**config.mk**
```make
export PLATFORM = sky130hd
export DESIGN_NAME = fwh_queue
export DESIGN_NICKNAME = d
export VERILOG_FILES = /design/src/fwh_pkg.sv /design/src/fwh_queue.sv
export SDC_FILE = /design/constraint.sdc
export NUM_CORES = 1
export LEC_CHECK = 0
export ABC_AREA = 0
export BUFFER_PORTS_ARGS = -buffer_cell sky130_fd_sc_hd__buf_4
export CAP_MARGIN = 15
export CORE_ASPECT_RATIO = 1.1
export CORE_MARGIN = 2
export CORE_UTILIZATION = 55
export DETAILED_ROUTE_END_ITERATION = 7
export MAX_ROUTING_LAYER = met4
export PLACE_DENSITY = 0.92
export SYNTH_ARGS = -nofsm -noshare
export SYNTH_HDL_FRONTEND = slang
export SYNTH_SLANG_ARGS = --single-unit
```
**constraint.sdc**
```tcl
create_clock -name clk -period 2.7 [get_ports clk]
set_input_delay 0.54 -clock clk [delete_from_list [all_inputs] [get_ports clk]]
set_output_delay 0.54 -clock clk [all_outputs]
set_load 0.005 [all_outputs]
```
**src/fwh_pkg.sv**
```systemverilog
// Package for the uniform-bin histogram fill unit.
// Operation codes, register map, defaults and the front-to-back command type.
// No dependencies.
package fwh_pkg;

  localparam int MAX_BINS_DEF   = 4096;
  localparam int COUNT_BITS_DEF = 48;
  localparam int Q_DEPTH        = 2;

  localparam logic [1:0] OP_FILL     = 2'd0;
  localparam logic [1:0] OP_READ_BIN = 2'd1;
  localparam logic [1:0] OP_READ_OOR = 2'd2;
  localparam logic [1:0] OP_UNUSED   = 2'd3;

  localparam logic [1:0] REG_LOW_EDGE  = 2'd0;
  localparam logic [1:0] REG_BIN_WIDTH = 2'd1;
  localparam logic [1:0] REG_BIN_COUNT = 2'd2;
  localparam logic [1:0] REG_THRESHOLD = 2'd3;

  localparam logic [31:0] LOW_EDGE_RST  = 32'd0;
  localparam logic [31:0] BIN_WIDTH_RST = 32'd65536;
  localparam logic [12:0] BIN_COUNT_RST = 13'd4096;

  // classified command handed from front to back
  typedef struct packed {
    logic [1:0]  op;      // OP_FILL, OP_READ_BIN or OP_READ_OOR
    logic        oor;     // goes to the out-of-range counter / invalid read
    logic [11:0] bin;     // bin number (0 when oor)
    logic [15:0] weight;
  } cmd_t;

endpackage

```
**src/fwh_queue.sv**
```systemverilog
// Short FIFO between front and back so each side stalls on its own.
// Depends on fwh_pkg.
module fwh_queue (
  input  logic          clk,
  input  logic          rst_n,
  input  logic          wr_valid,
  output logic          wr_ready,
  input  fwh_pkg::cmd_t wr_data,
  output logic          rd_valid,
  input  logic          rd_ready,
  output fwh_pkg::cmd_t rd_data
);
  localparam int AW = $clog2(fwh_pkg::Q_DEPTH);
  fwh_pkg::cmd_t mem_r [fwh_pkg::Q_DEPTH];
  logic [AW-1:0] wp_r, rp_r;
  logic [AW:0]   fill_r;
  logic          wr, rd;

  assign wr_ready = (fill_r != (AW+1)'(fwh_pkg::Q_DEPTH));
  assign rd_valid = (fill_r != '0);
  assign rd_data  = mem_r[rp_r];
  assign wr = wr_valid & wr_ready;
  assign rd = rd_valid & rd_ready;

  always_ff @(posedge clk) begin
    if (!rst_n) begin
      wp_r <= '0;
      rp_r <= '0;
      fill_r <= '0;
    end else begin
      if (wr) wp_r <= wp_r + 1'b1;
      if (rd) rp_r <= rp_r + 1'b1;
      fill_r <= fill_r + (AW+1)'(wr) - (AW+1)'(rd);
    end
  end

  always_ff @(posedge clk) begin
    if (wr) mem_r[wp_r] <= wr_data;
  end
endmodule

```
### Word-level counts from Yosys, hierarchy flattened

Memory sizes are Yosys's and may differ from the RTL's. A register that Yosys moved wholly into a read port is not among the register bits.
Cells that the tools add are included.

* register bits: 4
* bits in writable memories: 62
* output and inout bits: 33
* word-level logic and storage cells: 16
* memories kept: 1

* add/sub/neg operators: 4
* equality and inequality tests: 1
* mux-type cells: 4
* bitwise operators: 2
* reductions and logical operators: 1

Memories
* mem_r: words 2, bits a word 31, rd ports 1, clocked after memory_dff 1, wr ports 1, line fwh_queue.sv:14 `fwh_pkg::cmd_t mem_r [fwh_pkg::Q_DEPTH];`

Operators by type and width (count)
* $mux 1: 4
* $add 1x1->1 const B: 2
* $add 2x1->2: 1
* $and 1x1->1: 2
* $ne 2x2->1 const B: 1
* $reduce_bool 2->1: 1
* $sub 2x1->2: 1

### Depth between registers and ports, before layout

* word-level depth: 4
* mapped depth: 6

### Least setup slack after synthesis

No wires, ideal clock.

* path kind: reg2reg
* start point: register fill_r[0]
* end point: memory mem_r[1][0] in the netlist's numbering, enable pin
* library setup time: 0.391 ns
* arrival: 1.429 ns
* required time: 2.309 ns
* setup slack: 0.880 ns
* stages on the path, launching flop included: 3
* buffers on the path: 0
* period minus slack after synthesis: 1.820 ns
* cell sequence: dfxtp_1 > nand2b_1 > and3_1

* cells in the longest elaborated chain, start to end: 4

RTL lines
* from (decl): line fwh_queue.sv:16 `logic [AW:0] fill_r;`
* from (signal assigned): line fwh_queue.sv:33 `fill_r <= fill_r + (AW+1)'(wr) - (AW+1)'(rd);`
* $ne 2x2->1: line fwh_queue.sv:19 `assign wr_ready = (fill_r != (AW+1)'(fwh_pkg::Q_DEPTH));`
* net wr_ready: line fwh_queue.sv:7 `output logic wr_ready,`
* $and 1x1->1: line fwh_queue.sv:22 `assign wr = wr_valid & wr_ready;`
* $mux 1: line fwh_queue.sv:38 `if (wr) mem_r[wp_r] <= wr_data;`
* $mux 1 (not written as such): line fwh_queue.sv:38
* to (decl): line fwh_queue.sv:14

The timed path passes the listed nets, and every way through them passes these cells.

==> flow_summary.ini <==
[status]
status = completed

[cts]
cts_resized = 0
cts_max_level = 3
holdBufCountCts = 0
cts_tree = built
root_buffer = clkbuf_8
numCtsBuffers = 9
clk_pin_slew_ns = 0.07
post_cts_buffers = 0
clock_path_buffers = 2
clk-insertion-delay-late_ns = 0.32
clkSinkCount = 67

[power]
p_switching_uw = 661
combPwrFrac_pct = 22.3
p_leak_nw = 1.25
pwr-share-clk_pct = 28.9
p_int_mw = 2.05
seq_power_share_pct = 48.8
vdd_drop_max_uv = 664
powerDensity_mw_per_mm2 = 828
swShare_pct = 24.4

[sta]
tns_ns = 0
worstMarginPinSlew_ns = 0.451
slew_headroom_pct = 69.9
finClkSkew_ns = 0.00537
hold_violations = 0
rsz0062_at_grt = no
fin_crit_ns = 2.21
slew_viol_final = 0
period_share_pct = 82.0
max_freq_ghz = 0.452
setup-violations-final = 0

[route]
routedWlPerCell_um = 17.0
routed-via-count = 1379
ant_nets = 0
drt_iter0_drc = 88
routed_wl_mm = 4.46
drc = 0
via_per_inst = 5.26
dr.pass1.iters = 4

[floorplanning]
die_x_um = 68.1
rows = 25
start_util_pct = 57.7
ios = 68
fp.coreArea_mm2 = 0.00432
die_height_um = 74.6
die-area_mm2 = 0.00508

[global_route]
grt_max_degree = 32
grt.overflow.total = 0
antenna_found_initial = 0
grt_pass1_vias = 1386
grt_pass1_wl_mm = 6.34
grtUsageTotal_pct = 18.8

[cells_and_area]
nFillCells = 248
syn_to_final_growth_pct = 31.5
fin_nets = 239
drive_above_1_share_pct = 56.3
regArea_mm2 = 0.00196
final_cell_area_mm2 = 0.00327
multiInputGateArea_um2 = 508
diodes = 0

[worst_setup_path]
critPathKind = reg -> out
endpoint_kind = primary output
arrival_ns = 1.67
start_kind = flop
cp.required_ns = 2.16
worst-path-max-fanout = 23

[synthesis]
syn_area_mm2 = 0.00249
synth_cells = 125
yosysWarnings = 0
avgSynthCellArea_um2 = 19.9
synth_seq_cells = 67
synth_top_area_share_pct = 74.8
syn_nets = 161
yosys.area.top_type = edfxtp_1
ys.flop_type = edfxtp_1
ys_top_cells_by_area = edfxtp_1 75%, mux2_2 14%, dfxtp_1 4.0%
synth_cell_types = 23
synthTopCellsByCount = 62 x edfxtp_1, 31 x mux2_2, 5 x dfxtp_1
yosysMostFrequentCell = edfxtp_1
synth-edff-count = 62
ys_seq_area_share_pct = 78.8
ys_async_sr_fraction_pct = 0

[place]
dp_hpwl_mm = 3.03
dpl_cell_area_mm2 = 0.00308
place_congestion = 0.641
port_buffers = 67

[min_path]
worst_hold_path_type = in -> reg

[job]
maxCapViolations = 0
[power by group through the flow]
stage	Clock [mW]	Combinational (mW)	Sequential [mW]
6_report	0.783	0.605	1.32
5_1_grt	0.842	0.648	1.33
4_1_cts	0.794	0.611	1.32
3_5_place_dp	0	0.604	1.34
3_3_place_gp	0	0.579	1.33
2_1_floorplan	0	0.309	1.32
[worst paths after layout]
check | endpoint | cells past startpoint | startpoint | slack [ns]
hold reg to reg | wp_r | 2 | wp_r | 0.59
hold / removal | mem_r[0][3] | 1 | wr_data[3] | 0.39
setup reg to reg | mem_r[0][1] | 4 | fill_r[0] | 1.12
setup / recovery | rd_data[9] | 3 | flop | 0.49
[cells by family (layout without fill, tap and decap cells)]
logic type	after synthesis	count (layout)	synth area share [%]
AOI/OAI and AO/OA	7	7	2.16
and+or+nand+nor	13	13	2.97
DFF	67	67	78.8
buffers and inverters	4	87	0.754
adders and majority gates	1	1	0.503
muxes	32	32	14.4
xor gates and xnor gates	1	1	0.352
[metal layers]
layer | vias to the layer above | part of all wire [%] | global-route usage (%)
met1 | 671 | 37 | 18.3
met2 | 57 | 57 | 33.3
met4 | 0 | 1.7 | 8.44
met3 | 8 | 4.3 | 6.20
li1 | 643 | - | -
met5 | - | 0 | -
[registers in the layout (all words and copies together), names as in the netlist, named ones only]
register  cells
wp_r          1
rp_r          1
fill_r        2
mem_r        62
[critical path: stages, from the launching register on]
cell	delay [ns]
dfxtp_1	0.60
buf_12	0.24
mux2_2	0.36
buf_4	0.14
[cells in the final DEF, fill, tap and decap left out, types with 2 or more instances in the layout]
cell type and instances:
buf_4 69, edfxtp_1 62, mux2_2 31, clkbuf_8 9, dfxtp_1 5, and2_1 3, nand2b_1 2, nor2_1 2
a21bo_1 2, clkinv_4 2, clkinv_2 2
[stage by stage]
stage / utilization [%] / hold slack [ns] / setup slack, ns / cells / total power, mW
detailed placement: 71.3 / 0.579 / 0.834 / 246 / 1.95
CTS: 75.8 / 0.379 / 0.485 / 262 / 2.73
global placement: 71.3 / 0.543 / 0.888 / 246 / 1.91
floorplan: - / 0.522 / 0.880 / 125 / 1.63
finish: 75.8 / 0.395 / 0.487 / 262 / 2.71
global route: 75.8 / 0.367 / 0.417 / 262 / 2.82
[area by class of cell]
cell class                      instances  share of cell area, %
Clock inverter                          7                   2.10
Inverter                                1                  0.115
Sequential cell                        67                   60.0
Timing Repair Buffer                   70                   16.4
Clock buffer                            9                   3.79
Multi-Input combinational cell         54                   15.5
Tap cell                               54                   2.07
No activity file was read; power rests on OpenSTA's default activity.
