### config.mk
export PLATFORM = sky130hd
export DESIGN_NAME = fwh_front
export DESIGN_NICKNAME = d
export VERILOG_FILES = /design/src/fwh_pkg.sv /design/src/fwh_front.sv
export SDC_FILE = /design/constraint.sdc
export NUM_CORES = 1
export LEC_CHECK = 0
export BUFFER_PORTS_ARGS = -buffer_cell sky130_fd_sc_hd__buf_2
export CAP_MARGIN = 20
export CORE_MARGIN = 2
export CORE_UTILIZATION = 51
export DETAILED_ROUTE_END_ITERATION = 7
export MAX_ROUTING_LAYER = met4
export PLACE_DENSITY = 0.89
export SETUP_SLACK_MARGIN = 0.05
export SYNTH_ARGS = -nofsm -noshare
export SYNTH_HDL_FRONTEND = slang
export SYNTH_SLANG_ARGS = --single-unit
### constraint.sdc
create_clock -name clk -period 3.1 [get_ports clk]
set_input_delay 0.31 -clock clk [delete_from_list [all_inputs] [get_ports clk]]
set_output_delay 0.31 -clock clk [all_outputs]
set_load 0.02 [all_outputs]
### src/fwh_pkg.sv
// Package for the uniform-bin histogram fill unit.
// Operation codes, register map, defaults and the front-to-back command type.
// No dependencies.
package fwh_pkg;

  localparam int MAX_BINS_DEF   = 4096;
  localparam int COUNT_BITS_DEF = 48;
  localparam int Q_DEPTH        = 2;

  localparam logic [1:0] OP_FILL     = 2'd0;
  localparam logic [1:0] OP_READ_BIN = 2'd1;
  localparam logic [1:0] OP_READ_OOR = 2'd2;
  localparam logic [1:0] OP_UNUSED   = 2'd3;

  localparam logic [1:0] REG_LOW_EDGE  = 2'd0;
  localparam logic [1:0] REG_BIN_WIDTH = 2'd1;
  localparam logic [1:0] REG_BIN_COUNT = 2'd2;
  localparam logic [1:0] REG_THRESHOLD = 2'd3;

  localparam logic [31:0] LOW_EDGE_RST  = 32'd0;
  localparam logic [31:0] BIN_WIDTH_RST = 32'd65536;
  localparam logic [12:0] BIN_COUNT_RST = 13'd4096;

  // classified command handed from front to back
  typedef struct packed {
    logic [1:0]  op;      // OP_FILL, OP_READ_BIN or OP_READ_OOR
    logic        oor;     // goes to the out-of-range counter / invalid read
    logic [11:0] bin;     // bin number (0 when oor)
    logic [15:0] weight;
  } cmd_t;

endpackage

### src/fwh_front.sv
// Front end: accepts items, divides (sample - low_edge) by bin_width with a
// restoring divider (one quotient bit per cycle) and classifies the item.
// Depends on fwh_pkg.
module fwh_front #(
  parameter int MAX_BINS = fwh_pkg::MAX_BINS_DEF
) (
  input  logic              clk,
  input  logic              rst_n,
  input  logic              in_valid,
  output logic              in_ready,
  input  logic [1:0]        in_operation,
  input  logic signed [31:0] in_sample,
  input  logic [15:0]       in_weight,
  input  logic [11:0]       in_read_index,
  input  logic [31:0]       low_edge,
  input  logic [31:0]       bin_width,
  input  logic [12:0]       bin_count,
  output logic              cmd_valid,
  input  logic              cmd_ready,
  output fwh_pkg::cmd_t     cmd
);
  localparam logic [1:0] S_IDLE = 2'd0;
  localparam logic [1:0] S_DIV  = 2'd1;
  localparam logic [1:0] S_OUT  = 2'd2;

  logic [1:0]  state_r, state_nxt;
  logic [32:0] num_r;      // dividend shifting out, becomes quotient
  logic [32:0] rem_r;
  logic [5:0]  cnt_r;
  logic        neg_r;
  fwh_pkg::cmd_t cmd_r;

  logic [32:0] diff;
  logic [13:0] nb;
  logic [33:0] rem_sh, trial;

  assign diff = {in_sample[31], in_sample} - {low_edge[31], low_edge};
  assign nb = (14'(bin_count) > 14'(MAX_BINS)) ? 14'(MAX_BINS) : 14'(bin_count);
  assign rem_sh = {rem_r, num_r[32]};
  assign trial  = rem_sh - {2'b0, bin_width};

  assign in_ready  = (state_r == S_IDLE);
  assign cmd_valid = (state_r == S_OUT);
  assign cmd       = cmd_r;

  always_comb begin
    state_nxt = state_r;
    unique case (state_r)
      S_IDLE:  if (in_valid) state_nxt = (in_operation == fwh_pkg::OP_FILL) ? S_DIV : S_OUT;
      S_DIV:   if (cnt_r == 6'd32) state_nxt = S_OUT;
      S_OUT:   if (cmd_ready) state_nxt = S_IDLE;
      default: state_nxt = S_IDLE;
    endcase
  end

  always_ff @(posedge clk) begin
    if (!rst_n) begin
      state_r <= S_IDLE;
    end else begin
      state_r <= state_nxt;
    end
  end

  always_ff @(posedge clk) begin
    if (state_r == S_IDLE && in_valid) begin
      cmd_r.op     <= in_operation;
      cmd_r.weight <= in_weight;
      cmd_r.oor    <= (14'(in_read_index) >= nb);
      cmd_r.bin    <= (14'(in_read_index) >= nb) ? 12'd0 : in_read_index;
      // 32 dividend bits from the top; the padding bit ends up above the quotient
      num_r        <= {diff[31:0], 1'b0};
      rem_r        <= '0;
      cnt_r        <= '0;
      neg_r        <= diff[32] | (bin_width == 32'd0);
    end else if (state_r == S_DIV) begin
      if (cnt_r == 6'd32) begin
        // quotient in num_r; out of range when negative or too large
        if (neg_r || (num_r >= 33'(nb))) begin
          cmd_r.oor <= 1'b1;
          cmd_r.bin <= '0;
        end else begin
          cmd_r.oor <= 1'b0;
          cmd_r.bin <= num_r[11:0];
        end
      end else begin
        if (!trial[33]) begin
          rem_r <= trial[32:0];
          num_r <= {num_r[31:0], 1'b1};
        end else begin
          rem_r <= rem_sh[32:0];
          num_r <= {num_r[31:0], 1'b0};
        end
        cnt_r <= cnt_r + 6'd1;
      end
    end
  end
endmodule

# After elaboration in Yosys (flattened, before gate mapping)
# Cells that the tools add are included.
classes:
  add_sub_neg: 3
  magnitude_cmp: 3
  eq_ne: 7
  n_mux: 16
  bitwise: 2
  reduce_logical: 11
op_table:
  columns: ["operator", "count"]
  rows:
  - ["$mux 33", 4]
  - ["$mux 13", 5]
  - ["$sub 34x32->34", 1]
  - ["$ge 33x13->1", 1]
  - ["$sub 32x32->33", 1]
  - ["$logic_not 32->1", 1]
  - ["$ge 12x13->1", 1]
  - ["$gt 13x13->1 const B", 1]
  - ["$mux 12", 1]
  - ["$mux 2", 4]
  - ["$add 6x1->6 const B", 1]
  - ["$eq 6x6->1 const B", 1]
  - ["$pmux 2 s3", 1]
  - ["$reduce_and 2->1", 3]
  - ["$logic_not 2->1", 2]
  - ["$ne 2x1->1 const B", 2]
  - ["$ne 2x2->1 const B", 2]
  - ["$reduce_bool 2->1", 2]
  - ["$reduce_and 3->1", 1]
  - ["$eq 2x1->1 const B", 1]
  - ["$eq 2x2->1 const B", 1]
  - ["$logic_and 1x1->1", 1]
  - ["$logic_or 1x1->1", 1]
  - ["$mux 1", 1]
  - ["other kinds (2)", 2]
totals:
  register_bits: 106
  output_inout_bits: 33

# Depth between registers and ports, before layout
depth:
  word_depth: 8
  mapped_depth: 14
  mapped_depth_nobuf: 13

# Worst setup path after synthesis
# No wires, ideal clock.
synth_timing:
  path_type: "reg-to-reg"
  startpoint: "register num_r[32]"
  endpoint: "register rem_r[30]"
  arrival_time_ns: 2.972
  required_ns: 2.978
  path_slack_ns: 0.006
  path_stages_with_launch: 14
  n_path_buf: 0
  period_less_slack_ns: 3.094
  cell_sequence: "edfxtp_1 -> inv_1 -> ha_1 -> fa_1 -> nand2b_1 -> a21oi_1 -> o21ai_1 -> o41ai_1 -> o21ai_0 -> o41ai_2 -> a41o_1 -> a21oi_1 -> xnor2_1 -> a311o_1"
synth_via:
  elab_chain_len: 2
synth_lines:
  columns: ["item", "line", "source"]
  rows:
  - ["start: declaration", "fwh_front.sv:27", "logic [32:0] num_r;"]
  - ["start signal: assignment", "fwh_front.sv:71", "num_r <= {diff[31:0], 1'b0};"]
  - ["start signal: assignment", "fwh_front.sv:88", "num_r <= {num_r[31:0], 1'b1};"]
  - ["start signal: assignment", "fwh_front.sv:91", "num_r <= {num_r[31:0], 1'b0};"]
  - ["$sub 34x32->34", "fwh_front.sv:40", "assign trial = rem_sh - {2'b0, bin_width};"]
  - ["$mux 33", "fwh_front.sv:86", "if (!trial[33]) begin"]
  - ["end signal: assignment", "fwh_front.sv:87", "rem_r <= trial[32:0];"]
  - ["end signal: assignment", "fwh_front.sv:90", "rem_r <= rem_sh[32:0];"]
  - ["end: declaration", "fwh_front.sv:28", "logic [32:0] rem_r;"]
# Every way passes these cells.
# A chain may end at the register's enable or synchronous reset.

# Final worst setup path
layout_timing:
  startpoint: "register rem_r[0]"
  endpoint: "register rem_r[6]"
layout_via:
  elab_chain_len: 2
layout_lines:
  columns: ["item", "line"]
  rows:
  - ["$sub 34x32->34", "fwh_front.sv:40"]
  - ["$mux 33", "fwh_front.sv:86"]
# Every way passes these cells.

==> flow_summary.ini <==
[outcome]
outcome = complete, no violations

[yosys]
synth_compound_area_share_pct = 22.5
syn_inst = 941
synth_seq_cells = 106
synth-main-ff-cell = edfxtp_1
synthMuxAreaShare_pct = 3.67
synth_fa_ha_area_share_pct = 14.2
postSynthAreaPerCell_um2 = 8.81
ys_warn_count = 0
synth_area_um2 = 8290
synth_edf_count = 64
async_reset_ff_share_pct = 0
synth_xor_area_share_pct = 6.46
synth_top_area_share_pct = 23.2
yosysUniqueCellTypes = 67
yosys.area.top_type = edfxtp_1
ys_top_cells_by_area = edfxtp_1 (23%), ha_1 (14%), dfxtp_1 (10%)
yosysSeqAreaShare_pct = 33.3
syn-num-nets = 1177
synth-simple-area-share_pct = 14.0
synth_top_family_by_area = compound AO/OA/AOI/OAI gates

[drt]
drt_iter0_markers = 615
wl_met1_um = 9540
top_layer = met4
post-route-drc-count = 0
first_pass_iters = 5
avgViaCountPerCell = 5.66
routed-wl-met3_um = 1300
routed-wl-met2_um = 10400
num_vias = 7899
ant_nets = 0
avgRoutedWirePerCell_um = 15.5
drt_wl_total_um = 21700

[floorplanning]
die-area_um2 = 17300
io_pins = 176
die_h_um = 132
fp.dieW_um = 132
rows = 46
initial_core_util_pct = 52.2
coreArea_um2 = 15900

[finish]
antennaDiodeCount = 0
fin_util_pct = 65.4
layout-drive-gt1-share_pct = 25.9
fin_nets = 1410
syn_to_final_growth_pct = 25.2
mostFrequentLayoutCell = buf_2
layout_common_cells = buf_2 (176), nand2_1 (105), ha_1 (89)
n_fill_cell = 1252

[min_path]
min_to = cmd[5]
hold_depth = 1
hold_start = in_weight[5]
hold_path.class = in2reg

[clocking]
clockBufferDepth = 2
holdBufCountCts = 0
clk_pin_slew_ns = 0.07
cts_buffers = 9
clock_sinks = 106
cts_tree = yes
cts.root.buffer_cell = clkbuf_16
clk_latency_ns = 0.34
htreeDepth = 3

[place]
gp_congestion = 0.973
numPortBuffers = 175
hpwlAfterDp_um = 16600
place_ws_ns = -0.160

[run]
max-cap-violations = 0

[worst_setup_path]
critPathRequiredTime_ns = 3.33
cp_slowest_cell = a211oi_4
reg2reg_depth = 13
crit_path_start_kind = flip-flop
slowest_delay_ns = 0.34
crit_path_max_fanout = 6
r2r_start = rem_r[0]
rrSetupSlack_ns = 0.005
path_cells = ha_1 -> nor2b_1 -> o31a_1 -> o2111ai_4 -> a2111oi_4 -> o2111ai_2 -> o211ai_2 -> a211oi_4 -> xnor2_4 -> buf_6 -> clkbuf_16 -> mux2i_1 -> o21ai_1
end_kind = flip-flop
timing.rr.end = rem_r[6]
crit_type = reg2reg
arrival_ns = 3.32

[sta]
max_freq_mhz = 323
layout_min_cycle_time_ns = 3.09
max-slew-margin-rel_pct = 66.4
slew_viol_final = 0
fin_tns_setup_ns = 0
post-route-period-util_pct = 99.8
rsz0062_at_grt = true
tightest_slew_ns = 0.504
setup_viol = 0
setup_ws_ns = 0.00519
finalClockSkew_ns = 0.00787
hold_viol_final = 0

[pwr]
switchingPower_mw = 1.13
power.density_nw_per_um2 = 369
ir_worst_vdd_mv = 0.286
combPwrFrac_pct = 25.6
pwr-share-seq_pct = 43.8
clkPwrFrac_pct = 30.7
p_leak_nw = 4.81
p_sw_share_pct = 29.4
internal_power_mw = 2.70
finalPower_mw = 3.83

[global_route]
grt_max_degree = 48
grt_first_pass_wirelength_um = 35500
first_global_vias = 7602
grt-ovfl-total = 0
antenna_found_initial = 0
grtUsageTotal_pct = 25.1
## final cells by class
| class | count | area (um2) | area share [%] |
|---|---|---|---|
| inverter | 87 | 327 | 3.15 |
| multi-input combinational | 713 | 5180 | 49.9 |
| tap | 216 | 270 | 2.60 |
| timing repair buffer | 257 | 1540 | 14.9 |
| clock buffer | 13 | 250 | 2.41 |
| clock inverter | 3 | 47.5 | 0.458 |
| sequential | 106 | 2770 | 26.6 |
## stage by stage
| stage | std cells | cell area (um2) | hold WS, ns |
|---|---|---|---|
| after global routing | 1395 | 10400 | 0.128 |
| after global placement | 1374 | 9890 | 0.456 |
| after detailed placement | 1374 | 9890 | 0.467 |
| after CTS | 1392 | 10200 | 0.133 |
| final | 1395 | 10400 | 0.140 |
| after floorplan | 941 | 8290 | 0.409 |
## worst max path at each step
stage	endpoint	cells past startpoint	from	slack (ns)
4_1_cts	rem_r[20]	12	rem_r[5]	0.05
5_1_grt	rem_r[6]	13	rem_r[0]	-0.09
6_report	rem_r[6]	13	rem_r[0]	0.005
2_1_floorplan	rem_r[30]	13	num_r[32]	0.06
3_3_place_gp	rem_r[25]	14	bin_width[1]	-0.04
3_5_place_dp	rem_r[20]	14	bin_width[1]	-0.16
## synthesized netlist by cell type, types with 4 or more instances
master	number
and3_1	4
and2_1	8
xor2_1	29
clkbuf_1	25
nor2_1	39
buf_1	4
nor3b_1	4
xnor2_1	29
nor3_1	5
o21ai_0	78
nand3_1	18
a31oi_1	7
nand2_1	106
a21boi_0	4
o211ai_1	6
a22o_1	17
mux2i_1	27
a21o_1	30
inv_1	87
a211oi_1	6
o21a_1	12
o21ai_1	5
nor2b_1	10
o22ai_1	4
nand2b_1	10
o21bai_1	9
a21oi_1	71
nand4_1	12
o2111ai_1	4
dfxtp_1	42
ha_1	91
o221ai_1	4
edfxtp_1	64
nor4_1	14
## repair_timing
action	CTS	global route
pin swaps	4	19
resized for setup	4	29
endpoints found under the setup margin	26	35
buffers inserted	2	1
gates cloned	0	2
## power by group through the flow
stage | clock network (mW) | registers (mW) | logic, mW
2_1_floorplan | 0 | 1.73 | 0.556
3_3_place_gp | 0 | 1.70 | 0.924
3_5_place_dp | 0 | 1.71 | 0.951
4_1_cts | 1.18 | 1.68 | 0.959
5_1_grt | 1.24 | 1.69 | 1.09
6_report | 1.18 | 1.68 | 0.980
## sequential cells by signal (all words and copies together), names as in the netlist
| signal | cells |
|---|---|
| neg_r | 1 |
| cnt_r | 6 |
| state_r | 2 |
| cmd | 31 |
| rem_r | 33 |
| num_r | 33 |
## per-layer routing
| layer | track usage [%] | up-vias |
|---|---|---|
| met5 | - | - |
| met4 | 8.51 | 0 |
| met3 | 3.13 | 43 |
| met2 | 41.3 | 290 |
| met1 | 32.0 | 3687 |
| li1 | - | 3879 |
## kinds of logic (layout without fill, tap and decap cells)
family                     Yosys count  in the layout
AOI/OAI and AO/OA                  287            287
xor gates and xnor gates            59             59
adders and majority gates           93             93
buffers and inverters              122            360
DFF                                106            106
muxes                               30             30
and+or+nand+nor                    244            244
## worst max-delay path, delay by kind of cell, from the launching register on
kind,cells,cell delay (ns)
AO/OA/AOI/OAI,7,1.47
XOR/XNOR,1,0.17
adder cells (fa/ha/maj),1,0.27
buffers and inverters,2,0.34
flip-flops,1,0.33
multiplexers,1,0.24
AND/OR/NAND/NOR,1,0.15
Note: power is estimated with default switching activity, not from simulation.
